### src/rtl/gfd_pkg.sv
package gfd_pkg;

  localparam logic [7:0] SyncFirst  = 8'hA0;
  localparam logic [7:0] SyncSecond = 8'hA2;
  localparam logic [7:0] EndFirst   = 8'hB0;
  localparam logic [7:0] EndSecond  = 8'hB3;

  localparam int unsigned LenW = 15;
  localparam logic [LenW-1:0] MaxLenReset = 15'd1023;

  // Both queue depths must be powers of two: pointers wrap on overflow.
  localparam int unsigned TokDepth = 4;
  localparam int unsigned TokPtrW  = $clog2(TokDepth);
  localparam int unsigned ResDepth = 2;
  localparam int unsigned ResPtrW  = $clog2(ResDepth);

  typedef enum logic [1:0] {
    KIND_DATA   = 2'd0,
    KIND_DONE   = 2'd1,
    KIND_BADLEN = 2'd2,
    KIND_BADEND = 2'd3
  } kind_e;

  typedef enum logic [3:0] {
    PH_HUNT0,
    PH_HUNT1,
    PH_LEN_HI,
    PH_LEN_LO,
    PH_PAYLOAD,
    PH_CK0,
    PH_CK1,
    PH_END0,
    PH_END1
  } phase_e;

  // Byte with its marker matches, produced by the front end.
  typedef struct packed {
    logic [7:0] data;
    logic       sync_first;
    logic       sync_second;
    logic       end_first;
    logic       end_second;
  } tok_t;

  typedef struct packed {
    kind_e           kind;
    logic [7:0]      data;
    logic [LenW-1:0] index;
    logic            first;
    logic            last;
    logic [LenW-1:0] len;
  } res_t;

endpackage

### src/rtl/gfd_front.sv
module gfd_front (
  input  logic          clk_i,
  input  logic          rst_ni,
  input  logic          push,
  output logic          full,
  input  logic [7:0]    rx_byte_i,
  input  logic          from_gps_i,
  output gfd_pkg::tok_t tok_o,
  output logic          tok_valid_o,
  input  logic          tok_pop_i
);
  import gfd_pkg::*;

  tok_t               mem_q [TokDepth];
  tok_t               tok_in;
  logic [TokPtrW-1:0] wr_ptr_q, wr_ptr_d;
  logic [TokPtrW-1:0] rd_ptr_q, rd_ptr_d;
  logic [TokPtrW:0]   count_q, count_d;
  logic               wr_en, rd_en;

  assign full        = (count_q == (TokPtrW+1)'(TokDepth));
  assign tok_valid_o = (count_q != '0);
  assign tok_o       = mem_q[rd_ptr_q];

  // Drop bytes from other sources at the door.
  assign wr_en = push && !full && from_gps_i;
  assign rd_en = tok_pop_i && tok_valid_o;

  always_comb begin
    tok_in.data        = rx_byte_i;
    tok_in.sync_first  = (rx_byte_i == SyncFirst);
    tok_in.sync_second = (rx_byte_i == SyncSecond);
    tok_in.end_first   = (rx_byte_i == EndFirst);
    tok_in.end_second  = (rx_byte_i == EndSecond);
  end

  always_comb begin
    wr_ptr_d = wr_en ? wr_ptr_q + 1'b1 : wr_ptr_q;
    rd_ptr_d = rd_en ? rd_ptr_q + 1'b1 : rd_ptr_q;
    count_d  = count_q;
    if (wr_en && !rd_en) begin
      count_d = count_q + 1'b1;
    end else if (!wr_en && rd_en) begin
      count_d = count_q - 1'b1;
    end
  end

  always_ff @(posedge clk_i or negedge rst_ni) begin
    if (!rst_ni) begin
      wr_ptr_q <= '0;
      rd_ptr_q <= '0;
      count_q  <= '0;
    end else begin
      wr_ptr_q <= wr_ptr_d;
      rd_ptr_q <= rd_ptr_d;
      count_q  <= count_d;
    end
  end

  always_ff @(posedge clk_i) begin
    if (wr_en) begin
      mem_q[wr_ptr_q] <= tok_in;
    end
  end

endmodule

### src/rtl/gfd_back.sv
module gfd_back (
  input  logic                      clk_i,
  input  logic                      rst_ni,
  input  gfd_pkg::tok_t             tok_i,
  input  logic                      tok_valid_i,
  output logic                      tok_pop_o,
  input  logic [gfd_pkg::LenW-1:0]  max_len_i,
  output gfd_pkg::res_t             res_o,
  output logic                      empty,
  input  logic                      pop
);
  import gfd_pkg::*;

  phase_e          phase_q, phase_d;
  logic [6:0]      len_high_q, len_high_d;
  logic            len_big_q, len_big_d;
  logic [LenW-1:0] exp_len_q, exp_len_d;
  logic [LenW-1:0] seen_q, seen_d;

  logic [LenW-1:0] len_full, seen_inc;
  logic            len_bad, last;
  logic            step;
  logic            res_valid;
  res_t            res_new;

  res_t               rq_q [ResDepth];
  logic [ResPtrW-1:0] rq_wr_q, rq_rd_q;
  logic [ResPtrW:0]   rq_count_q, rq_count_d;
  logic               rq_space, rq_wr, rq_rd;

  // Result queue: the parser advances while a slot is free or one leaves now.
  assign empty    = (rq_count_q == '0);
  assign res_o    = rq_q[rq_rd_q];
  assign rq_rd    = pop && !empty;
  assign rq_space = (rq_count_q != (ResPtrW+1)'(ResDepth)) || rq_rd;

  assign tok_pop_o = tok_valid_i && rq_space;
  assign step      = tok_pop_o;

  assign len_full = {len_high_q, tok_i.data};
  assign len_bad  = len_big_q || (len_full == '0) || (len_full > max_len_i);
  assign seen_inc = seen_q + 1'b1;
  assign last     = (seen_inc == exp_len_q);

  // Next state
  always_comb begin
    phase_d    = phase_q;
    len_high_d = len_high_q;
    len_big_d  = len_big_q;
    exp_len_d  = exp_len_q;
    seen_d     = seen_q;
    if (step) begin
      unique case (phase_q)
        PH_HUNT1: begin
          if (tok_i.sync_second) begin
            phase_d = PH_LEN_HI;
          end else if (!tok_i.sync_first) begin
            phase_d = PH_HUNT0;
          end
        end
        PH_LEN_HI: begin
          len_high_d = tok_i.data[6:0];
          len_big_d  = tok_i.data[7];
          phase_d    = PH_LEN_LO;
        end
        PH_LEN_LO: begin
          if (len_bad) begin
            phase_d = PH_HUNT0;
          end else begin
            exp_len_d = len_full;
            seen_d    = '0;
            phase_d   = PH_PAYLOAD;
          end
        end
        PH_PAYLOAD: begin
          seen_d = seen_inc;
          if (last) begin
            phase_d = PH_CK0;
          end
        end
        PH_CK0: phase_d = PH_CK1;
        PH_CK1: phase_d = PH_END0;
        PH_END0: begin
          phase_d = tok_i.end_first ? PH_END1 : PH_HUNT0;
        end
        PH_END1: phase_d = PH_HUNT0;
        default: begin
          phase_d = tok_i.sync_first ? PH_HUNT1 : PH_HUNT0;
        end
      endcase
    end
  end

  // Outputs
  always_comb begin
    res_valid     = 1'b0;
    res_new.kind  = KIND_DATA;
    res_new.data  = '0;
    res_new.index = '0;
    res_new.first = 1'b0;
    res_new.last  = 1'b0;
    res_new.len   = exp_len_q;
    unique case (phase_q)
      PH_LEN_LO: begin
        res_valid    = len_bad;
        res_new.kind = KIND_BADLEN;
        res_new.len  = len_full;
      end
      PH_PAYLOAD: begin
        res_valid     = 1'b1;
        res_new.data  = tok_i.data;
        res_new.index = seen_q;
        res_new.first = (seen_q == '0);
        res_new.last  = last;
      end
      PH_END0: begin
        res_valid    = !tok_i.end_first;
        res_new.kind = KIND_BADEND;
      end
      PH_END1: begin
        res_valid    = 1'b1;
        res_new.kind = tok_i.end_second ? KIND_DONE : KIND_BADEND;
      end
      default: begin
        res_valid = 1'b0;
      end
    endcase
  end

  assign rq_wr = step && res_valid;

  always_comb begin
    rq_count_d = rq_count_q;
    if (rq_wr && !rq_rd) begin
      rq_count_d = rq_count_q + 1'b1;
    end else if (!rq_wr && rq_rd) begin
      rq_count_d = rq_count_q - 1'b1;
    end
  end

  always_ff @(posedge clk_i or negedge rst_ni) begin
    if (!rst_ni) begin
      phase_q    <= PH_HUNT0;
      len_high_q <= '0;
      len_big_q  <= 1'b0;
      exp_len_q  <= '0;
      seen_q     <= '0;
      rq_wr_q    <= '0;
      rq_rd_q    <= '0;
      rq_count_q <= '0;
    end else begin
      phase_q    <= phase_d;
      len_high_q <= len_high_d;
      len_big_q  <= len_big_d;
      exp_len_q  <= exp_len_d;
      seen_q     <= seen_d;
      rq_count_q <= rq_count_d;
      if (rq_wr) begin
        rq_wr_q <= rq_wr_q + 1'b1;
      end
      if (rq_rd) begin
        rq_rd_q <= rq_rd_q + 1'b1;
      end
    end
  end

  always_ff @(posedge clk_i) begin
    if (rq_wr) begin
      rq_q[rq_wr_q] <= res_new;
    end
  end

endmodule

### src/rtl/gps_binary_frame_deframer.sv
// GPS binary frame deframer.
// Input: present rx_byte_i/from_gps_i with push; a transaction completes when
// push is high and full is low. Bytes with from_gps_i low are accepted and
// dropped. Results: while empty is low the oldest result sits on item_kind_o
// and the field ports; pop high with empty low completes that transaction.
// One result per payload byte, one at frame end (done or bad end marker),
// one for a rejected length; header, checksum and sync bytes give none.
// A byte passes through the byte queue, the parser and the result queue before
// its result appears on the ports.
// Throughput: one byte per cycle, set by the parser step, while the result queue has room.
// A 4-entry byte queue sits in front of the parser and a 2-entry result
// queue behind it; when the receiver holds off pop the result queue fills,
// the parser holds, the byte queue fills and full rises.
// The max payload length register is written through cfg_valid_i/cfg_wdata_i
// (always ready); write it only while the block is idle.
// Reset: both queues empty, parser hunting for the first start byte,
// max payload length 1023.
module gps_binary_frame_deframer (
  input  logic        clk_i,
  input  logic        rst_ni,
  input  logic        push,
  output logic        full,
  input  logic [7:0]  rx_byte_i,
  input  logic        from_gps_i,
  output logic        empty,
  input  logic        pop,
  output logic [1:0]  item_kind_o,
  output logic [7:0]  payload_byte_o,
  output logic [14:0] byte_index_o,
  output logic        is_message_id_o,
  output logic        is_last_byte_o,
  output logic [14:0] frame_length_o,
  input  logic        cfg_valid_i,
  output logic        cfg_ready_o,
  input  logic [14:0] cfg_wdata_i
);
  import gfd_pkg::*;

  logic [LenW-1:0] max_len_q;
  tok_t            tok;
  logic            tok_valid, tok_pop;
  res_t            res;

  assign cfg_ready_o = 1'b1;

  always_ff @(posedge clk_i or negedge rst_ni) begin
    if (!rst_ni) begin
      max_len_q <= MaxLenReset;
    end else if (cfg_valid_i && cfg_ready_o) begin
      max_len_q <= cfg_wdata_i;
    end
  end

  gfd_front u_front (
    .clk_i      (clk_i),
    .rst_ni     (rst_ni),
    .push       (push),
    .full       (full),
    .rx_byte_i  (rx_byte_i),
    .from_gps_i (from_gps_i),
    .tok_o      (tok),
    .tok_valid_o(tok_valid),
    .tok_pop_i  (tok_pop)
  );

  gfd_back u_back (
    .clk_i      (clk_i),
    .rst_ni     (rst_ni),
    .tok_i      (tok),
    .tok_valid_i(tok_valid),
    .tok_pop_o  (tok_pop),
    .max_len_i  (max_len_q),
    .res_o      (res),
    .empty      (empty),
    .pop        (pop)
  );

  assign item_kind_o     = res.kind;
  assign payload_byte_o  = res.data;
  assign byte_index_o    = res.index;
  assign is_message_id_o = res.first;
  assign is_last_byte_o  = res.last;
  assign frame_length_o  = res.len;

  a_status_fields_clear: assert property (@(posedge clk_i) disable iff (!rst_ni)
    (!empty && (item_kind_o != KIND_DATA)) |->
      (payload_byte_o == '0) && (byte_index_o == '0) && !is_message_id_o && !is_last_byte_o)
    else $error("status result carries payload fields");

  a_msg_id_first: assert property (@(posedge clk_i) disable iff (!rst_ni)
    (!empty && (item_kind_o == KIND_DATA) && is_message_id_o) |-> (byte_index_o == '0))
    else $error("message id not at index zero");

  a_last_index: assert property (@(posedge clk_i) disable iff (!rst_ni)
    (!empty && (item_kind_o == KIND_DATA) && is_last_byte_o) |->
      (15'(byte_index_o + 15'd1) == frame_length_o))
    else $error("last byte index does not match frame length");

  a_len_nonzero: assert property (@(posedge clk_i) disable iff (!rst_ni)
    (!empty && (item_kind_o == KIND_DATA)) |->
      (frame_length_o != '0) && (byte_index_o < frame_length_o))
    else $error("payload byte outside frame length");

endmodule
### config.mk
export PLATFORM = sky130hd
export DESIGN_NAME = gps_binary_frame_deframer
export DESIGN_NICKNAME = d
export VERILOG_FILES = /design/src/rtl/gfd_pkg.sv /design/src/rtl/gfd_front.sv /design/src/rtl/gfd_back.sv /design/src/rtl/gps_binary_frame_deframer.sv
export SDC_FILE = /design/constraint.sdc
export NUM_CORES = 1
export LEC_CHECK = 0
export BUFFER_PORTS_ARGS = -buffer_cell sky130_fd_sc_hd__buf_4
export CORE_UTILIZATION = 45
export DETAILED_ROUTE_END_ITERATION = 10
export HOLD_SLACK_MARGIN = 0.03
export PLACE_DENSITY = 0.67
export RECOVER_POWER = 50
export SLEW_MARGIN = 20
export SYNTH_ARGS = -nofsm -noshare
export SYNTH_HDL_FRONTEND = slang
export SYNTH_SLANG_ARGS = --single-unit
### constraint.sdc
create_clock -name clk_i -period 11.5 [get_ports clk_i]
set_input_delay 3.45 -clock clk_i [delete_from_list [all_inputs] [get_ports clk_i]]
set_output_delay 3.45 -clock clk_i [all_outputs]
set_load 0.05 [all_outputs]
Word-level counts from Yosys, hierarchy flattened
Memory sizes are Yosys's and may differ from the RTL's. Index checks and enable logic that the tools add are counted.

Eq/ne operators: 18. Mux-type cells: 22. Bitwise gates (word level): 1. Reductions and logical operators: 32. $add $sub $neg: 9. Magnitude comparators: 1.

Operators with widths (count): 8-bit equality test (second input constant) (4); 4-bit case mux with 8 select lines (1); 15-bit logical NOT (2); 15-bit two-way mux (2); 15-bit case mux with 2 select lines (1); 25-bit two-way mux (1); 4-bit by 3-bit equality test with 1-bit output (second input constant) (4); 4-bit two-way mux (4); 15-bit by 1-bit adder with 15-bit output (second input constant) (1); 15-bit equality test (1); 15-bit > comparator (1); 1-bit logical AND (10); 3-bit two-way mux (3); 3-bit AND reduction (3); 4-bit by 2-bit equality test with 1-bit output (second input constant) (2); 1-bit logical NOT (7); 2-bit by 1-bit adder with 2-bit output (second input constant) (3); 2-bit two-way mux (3); 2-bit case mux with 3 select lines (1); 2-bit nonzero test (3); 1-bit two-way mux (5); 4-bit by 1-bit equality test with 1-bit output (second input constant) (1); 4-bit equality test (second input constant) (1); 2-bit inequality test (second input constant) (2); other kinds (14) (17).

RAM bits: 132. Memories: 2. Word-level logic and storage cells: 97. Register bits after elaboration: 68.

Memories: u_back.rq_q (depth 2, width 42, read ports 1, clocked after memory_dff 0, write ports 1, line gfd_back.sv:26) `res_t rq_q [ResDepth];`; u_front.mem_q (depth 4, width 12, read ports 1, clocked after memory_dff 0, write ports 1, line gfd_front.sv:14) `tok_t mem_q [TokDepth];`.

Depth between registers and ports, before layout
Gate-level depths: netlist of run 1.

Depth after elaboration: 10. Mapped depth: 14. Mapped depth without buffers: 13.

Cells and area by module
A second synthesis of run 1 with hierarchy kept.

Cells, all modules: 656. Area, all modules: 9511.6 µm².

Modules (own cells, without submodules): gfd_back (cells each 516, area an instance 6633.9 µm², times used 1); gfd_front (cells each 106, area an instance 2240.9 µm², times used 1); gps_binary_frame_deframer (cells each 34, area an instance 636.9 µm², times used 1).

Worst setup path after synthesis of run 1
Ideal clock, no wire load.

Path type: input -> register. Start: input port pop. End: memory u_back.rq_q[0][0] (netlist name), enable pin. Setup slack: 5.156 ns. Stages on the path: 5. Buffers on the path: 0. Data arrival time: 5.903 ns. Setup time: 0.442 ns. Cell sequence: o32a_1 clkinv_1 a21oi_1 o21ai_1 nor2_1.

Cells in the longest elaborated chain, start to end: 6.

RTL lines: start, declared (line gps_binary_frame_deframer.sv:26) `input logic pop,`; 1-bit logical AND (line gfd_back.sv:34) `assign rq_rd = pop && !empty;`; 1-bit logical OR (line gfd_back.sv:35) `assign rq_space = (rq_count_q != (ResPtrW+1)'(ResDepth)) || rq_rd;`; 1-bit logical AND (line gfd_back.sv:37) `assign tok_pop_o = tok_valid_i && rq_space;`; 1-bit logical AND (line gfd_back.sv:130) `assign rq_wr = step && res_valid;`; 1-bit two-way mux (line gfd_back.sv:168) `if (rq_wr) begin`; 1-bit two-way mux (implied by the code) (line gfd_back.sv:169) `rq_q[rq_wr_q] <= res_new;`; end, declared (line gfd_back.sv:26).

No other way between the ends.

==> results by group, run 1 <==
Run status
  – Outcome: complete, but fails checks
  – Failing checks: capacitance limit, slew limit

Synthesis
  – Syn_area_per_cell: 13.60 um^2
  – Top cell type's share of synthesized area: 42.92%
  – Largest cells by area after synthesis: edfxtp_1 43%, dfrtp_1 16%, mux2_2 8.2%
  – Post-synth EDFFs: 132
  – Top cells by count, synth: 132 x edfxtp_1, 67 x mux2_2, 58 x dfrtp_1, 36 x inv_1, 35 x nor2_1
  – Synth Warn #: 0
  – Synth Flop Type: edfxtp_1
  – Synth cell types: 62
  – Async SR Flop Fraction: 34.00%
  – Post-Syn Nets: 732
  – Count leader, synth: edfxtp_1
  – Register bit total from synthesis: 200
  – Cell Area, Synth: 9236 um^2
  – Area leader, netlist: edfxtp_1
  – Post-synthesis sequential area ratio: 61.47%
  – Synthesized instance count: 679

Cells and area
  – Share of layout cells above drive strength 1: 25.57%
  – Area Growth Syn to Fin: 14.93%
  – Layout Nets: 791
  – ANT cells: 0
  – Filler Cell Count: 1724

Power and ir drop
  – Power per standard cell area: 259.1 nW/um^2
  – Total power: 2.750 mW
  – Leakage: 4.035 nW
  – VDD IR max: 0.0001508 V

Setup path
  – Critical Path Start Type: primary input
  – Max incr delay on CP: 2.69 ns
  – Worst path cell trace: clkbuf_1
  – Crit. End Element: async pin
  – Cell family with most CP delay: buffers and inverters
  – Worst r2r src: u_front.rd_ptr_q[0]$_DFFE_PN0P_
  – Critical path's slowest cell: clkbuf_1
  – Critical Path AT: 6.17 ns
  – Critical path launch point: rst_ni
  – Setup CP Type: in2async
  – Worst path required time: 10.83 ns
  – Crit-path max FO: 68
  – CP bufs+invs: 1

Timing
  – Min Tclk post-route: 6.844 ns
  – Fmax: 146.1 MHz
  – Slew margin rel.: -161.3%
  – Actual slew at the worst max-slew pin: 3.920 ns
  – Crit share post-route: 59.51%
  – Setup-failing EPs final: 0
  – RSZ-0062 raised after global routing: no
  – Max-slew violation count: 69
  – TNS Setup: 0 ns
  – Worst Clk Skew: 0.008110 ns
  – Fin. Hold Viols: 0

Hold path
  – Worst min path class: reg2reg
  – Min-delay src: u_front.count_q[2]$_DFFE_PN0P_

CTS
  – Post-cts resize count: 0
  – Clk slew on worst S/H paths: 0.07 ns
  – CTS Root Cell: clkbuf_16
  – CTS max path bufs: 2
  – Hold Buf Count CTS: 0
  – Clock latency at the later pin of the worst-skew pair: 0.43 ns
  – Clock sink count: 200
  – CTS tree: built
  – Number of setup buffers added after CTS: 0
  – CTS H-tree lvls: 4
  – TritonCTS Buffers: 17

Drt
  – Pre-Repair DR Iteration Count: 5
  – Drt via density: 5.455
  – Initial drt markers: 290
  – Remaining DRCs: 0
  – Vias: 5570
  – Routed len/inst: 18.25 um
  – Detailed Route WL: 18630 um
  – DRT antenna net count: 0

Global route
  – Antenna violations before repair: 0
  – First-pass GRT wire length: 30440 um
  – Vias in the first global route: 5767
  – GRT Resource Usage Total: 18.62%
  – Largest net degree at the start of global routing: 69
  – Total gr overflow: 0

Floorplanning
  – Rows: 52
  – Core region area: 20170 um^2
  – Die Ht: 145.3 um
  – Starting density of the core: 45.79%
  – DIE WIDTH: 145.3 um
  – Die area: 21100 um^2
  – I/O Pins: 74

Placement
  – HPWL after detailed placement: 12670 um
  – Gp weighted congestion: 0.8828
  – IO Port Bufs: 72

Job
  – Max Cap Viol: 1
kinds of logic (layout without fill, tap and decap cells):
| kind of cell | after synthesis | count (layout) | synth area share (%) |
|---|---|---|---|
| DFF | 200 | 200 | 61.47 |
| and+or+nand+nor | 161 | 161 | 9.266 |
| muxes | 95 | 95 | 13.40 |
| AOI/OAI and AO/OA | 94 | 94 | 6.191 |
| buffers and inverters | 73 | 145 | 3.346 |
| xor gates and xnor gates | 30 | 30 | 2.845 |
| adders and majority gates | 25 | 25 | 3.441 |
| other | 1 | 1 | 0.04060 |
through the flow:
stage | hold slack, ns | cells | util (%) | worst slack (ns) | area (um^2)
6_report | 0.4932 | 1021 | 52.63 | 4.656 | 10620
5_1_grt | 0.5112 | 1021 | 52.63 | 3.850 | 10620
4_1_cts | 0.4947 | 1021 | 52.82 | 5.891 | 10650
3_5_place_dp | 0.4833 | 989 | 49.66 | 5.823 | 10020
3_3_place_gp | 0.4758 | 987 | 49.44 | 5.684 | 9972
2_1_floorplan | 0.4560 | 679 | - | 5.156 | 9236
path summary, 6_finish.rpt:
kind                                                  end  slack [ns]  depth (start not counted)
max in group clk_i                      frame_length_o[0]        5.95                          2
min in group asynchronous      u_back.rq_rd_q$_DFFE_PN0P_        4.38                          1
setup reg to reg             u_back.rq_q[0][26]$_DFFE_PP_        7.30                          9
hold reg to reg            u_front.count_q[2]$_DFFE_PN0P_        0.49                          1
hold / removal             u_front.count_q[2]$_DFFE_PN0P_        0.49                          1
setup / recovery               u_back.rq_rd_q$_DFFE_PN0P_        4.66                          1
sequential cells by signal, indices dropped and copies added, names as in the netlist:
signal,cells
u_back.rq_count_q,2
u_front.rd_ptr_q,2
u_front.wr_ptr_q,2
u_front.count_q,3
u_back.len_big_q,1
u_back.seen_q,15
u_front.mem_q,48
u_back.len_high_q,7
u_back.exp_len_q,15
u_back.phase_q,4
u_back.rq_q,84
max_len_q,15
u_back.rq_rd_q,1
u_back.rq_wr_q,1
cells in the final DEF, fill, tap and decap left out, types with 4 or more instances in the layout:
cell,instances
or3_1,7
clkbuf_1,10
and4_1,4
dfstp_2,10
clkbuf_16,17
nor4_1,4
nor3_1,9
inv_1,36
mux4_2,12
dfrtp_1,57
edfxtp_1,132
nand3b_1,4
and3_1,12
inv_6,5
mux2_1,16
nand2_1,33
buf_4,61
o211ai_1,5
nor3b_1,6
bufinv_16,4
o21ai_0,33
mux2_4,9
o21ai_1,12
nor2_1,33
xnor2_1,18
nand3_1,14
a31oi_1,5
a21oi_1,14
xor2_1,12
ha_1,23
nor2b_1,7
mux2_2,57
and2_1,6
nand4_1,9
per-layer routing:
| metal | vias to the layer above | GRT usage, % | wire (um) |
|---|---|---|---|
| met2 | 129 | 31.87 | 9566 |
| li1 | 2622 | - | - |
| met5 | - | 0 | 0 |
| met4 | 0 | 5.737 | 300 |
| met3 | 22 | 3.553 | 604 |
| met1 | 2797 | 23.94 | 8159 |
final cells by class:
type                    instances  area (um^2)  area share [%]
clock buffers                  17        425.4           4.008
well taps                     270        337.8           3.182
multi-input cells             406         3268           30.79
clock inverters                15        211.5           1.992
flip-flops and latches        200         5679           53.50
inverters                      38        142.6           1.344
repair buffers                 75        550.5           5.186
power breakdown:
group / internal, mW / switching [mW]
Combinational: 0.417 / 0.595
Sequential: 0.926 / 0.174
Clock: 0.370 / 0.268
Total: 1.71 / 1.04
No activity file was read; power rests on OpenSTA's default activity.
==> inputs of run 2 (changes only) <==
==> constraint.sdc (replaced) <==
create_clock -name clk_i -period 6.6 [get_ports clk_i]
set_input_delay 1.98 -clock clk_i [delete_from_list [all_inputs] [get_ports clk_i]]
set_output_delay 1.98 -clock clk_i [all_outputs]
set_load 0.05 [all_outputs]
==> results by group, run 2 (synthesized netlist as in run 1, its figures left out) <==
Run status
  – Outcome: complete, no violations

Power and ir drop
  – Combinational share of power: 37.0%
  – Leakage: 4.026 nW
  – VDD IR max: 0.0002226 V
  – Internal power: 2.908 mW
  – Sw Ratio: 38.45%
  – Total power: 4.725 mW
  – Part of the power in registers: 40.7%
  – Clock Power Share: 22.3%
  – Power per standard cell area: 446.2 nW/um^2
  – Switching power: 1.817 mW

Timing
  – Setup-failing EPs final: 0
  – TNS Setup: 0 ns
  – Worst Clk Skew: 0.01425 ns
  – Fin. Hold Viols: 0
  – Crit share post-route: 62.67%
  – Slew margin rel.: 33.71%
  – Actual slew at the worst max-slew pin: 0.9944 ns
  – RSZ-0062 raised after global routing: no
  – Min Tclk post-route: 4.136 ns
  – Fmax: 241.8 MHz
  – Max-slew violation count: 0

Hold path
  – WHS Path Cells: 1
  – Worst min path class: reg2reg
  – Hold Path End: u_front.count_q[2]$_DFFE_PN0P_
  – Min-delay src: u_front.count_q[2]$_DFFE_PN0P_

Floorplanning
  – Core region area: 20170 um^2
  – Starting density of the core: 45.79%
  – Die Ht: 145.3 um
  – DIE WIDTH: 145.3 um
  – Die area: 21100 um^2
  – Rows: 52
  – I/O Pins: 74

Global route
  – Largest net degree at the start of global routing: 69
  – Antenna violations before repair: 0
  – Vias in the first global route: 5744
  – GRT Resource Usage Total: 19.08%
  – Total gr overflow: 0
  – First-pass GRT wire length: 30820 um

Drt
  – Remaining DRCs: 0
  – Pre-Repair DR Iteration Count: 5
  – DRT antenna net count: 0
  – Detailed Route WL: 19260 um
  – Drt via density: 5.511
  – Routed len/inst: 18.86 um
  – Vias: 5627
  – Initial drt markers: 408

Setup path
  – Worst r2r src: u_front.rd_ptr_q[0]$_DFFE_PN0P_
  – R2R cell count: 9
  – Critical path launch point: u_front.rd_ptr_q[0]$_DFFE_PN0P_
  – R2R Path End: u_back.rq_q[1][26]$_DFFE_PP_
  – Worst path required time: 6.74 ns
  – Register-to-register setup slack: 2.46 ns
  – Crit-path max FO: 24
  – Critical Path Start Type: register
  – Critical path's slowest cell: dfrtp_1
  – Setup CP Type: reg2reg
  – Worst path cell trace: mux4_2 -> ha_1 -> nand4_1 -> a21oi_1 -> o31ai_1 -> a211oi_1 -> o21ai_1 -> nor2_4 -> buf_16
  – Crit. End Element: register
  – Critical Path AT: 4.28 ns
  – CP bufs+invs: 1
  – Cell family with most CP delay: compound AO/OA/AOI/OAI gates
  – Max incr delay on CP: 0.88 ns

CTS
  – Clock sink count: 200
  – Number of setup buffers added after CTS: 0
  – CTS max path bufs: 2
  – Hold Buf Count CTS: 0
  – TritonCTS Buffers: 17
  – Clk slew on worst S/H paths: 0.07 ns
  – Post-cts resize count: 0
  – CTS Root Cell: clkbuf_16
  – CTS tree: built
  – CTS H-tree lvls: 4
  – Clock latency at the later pin of the worst-skew pair: 0.44 ns

Cells and area
  – ANT cells: 0
  – Layout Nets: 791
  – Share of layout cells above drive strength 1: 25.17%
  – Register name with the most flops: u_back.rq_q
  – Commonest non-fill, non-tap cell in the layout: edfxtp_1
  – Area Growth Syn to Fin: 14.64%
  – Most frequent cells in the layout: 132 x edfxtp_1, 62 x buf_4, 57 x dfrtp_1
  – Post-route cell area: 10590 um^2
  – Filler Cell Count: 1735
  – Largest regs: u_back.rq_q (84), u_front.mem_q (48)
  – Largest register FFs: 84

Placement
  – Gp weighted congestion: 0.8631
  – IO Port Bufs: 72
  – HPWL after detailed placement: 13520 um
  – Placed cell area: 10030 um^2

Job
  – Max Cap Viol: 0
## run 2: layout make-up
cell class                      instances  area [um^2]  area share [%]
Clock buffer                           17        425.4           4.017
Clock inverter                         15        166.4           1.572
Inverter                               38        142.6           1.347
Multi-Input combinational cell        406         3268           30.86
Sequential cell                       200         5679           53.63
Tap cell                              270        337.8           3.190
Timing Repair Buffer                   75        569.3           5.376
## run 2: worst max path at each step
stage	end	slack, ns	cells past startpoint
2_1_floorplan	u_back.rq_q[0][0]$_DFFE_PP_	1.73	5
3_3_place_gp	u_back.rq_q[1][30]$_DFFE_PP_	2.27	6
3_5_place_dp	u_back.rq_q[0][30]$_DFFE_PP_	2.40	7
4_1_cts	u_back.rq_q[0][37]$_DFFE_PP_	2.42	9
5_1_grt	u_back.rq_q[0][24]$_DFFE_PP_	2.18	9
6_report	u_back.rq_q[1][26]$_DFFE_PP_	2.46	9
## run 2: power by group through the flow
| stage | clock network (mW) | registers, mW | logic [mW] |
|---|---|---|---|
| after floorplan | 0 | 1.75 | 1.45 |
| after global placement | 0 | 1.94 | 1.70 |
| after detailed placement | 0 | 1.95 | 1.76 |
| after CTS | 1.07 | 1.93 | 1.77 |
| after global routing | 1.12 | 1.97 | 1.88 |
| final | 1.05 | 1.93 | 1.75 |
## run 2: through the flow
stage          hold WS (ns)  setup slack [ns]  std cells  utilization [%]
2_1_floorplan        0.4560             1.726        679                -
3_3_place_gp         0.4785             2.270        987            49.44
3_5_place_dp         0.4781             2.403        989            49.73
4_1_cts              0.4935             2.421       1021            52.67
5_1_grt              0.5060             2.183       1021            52.50
6_report             0.4862             2.464       1021            52.50
## run 2: per-layer routing
metal  share of wire (%)  global-route usage [%]  up-vias
li1                    -                       -     2631
met2                  51                   32.45      150
met3                 4.0                   4.119       28
met5                   0                       0        -
met1                  43                   23.67     2818
met4                 2.0                   7.579        0
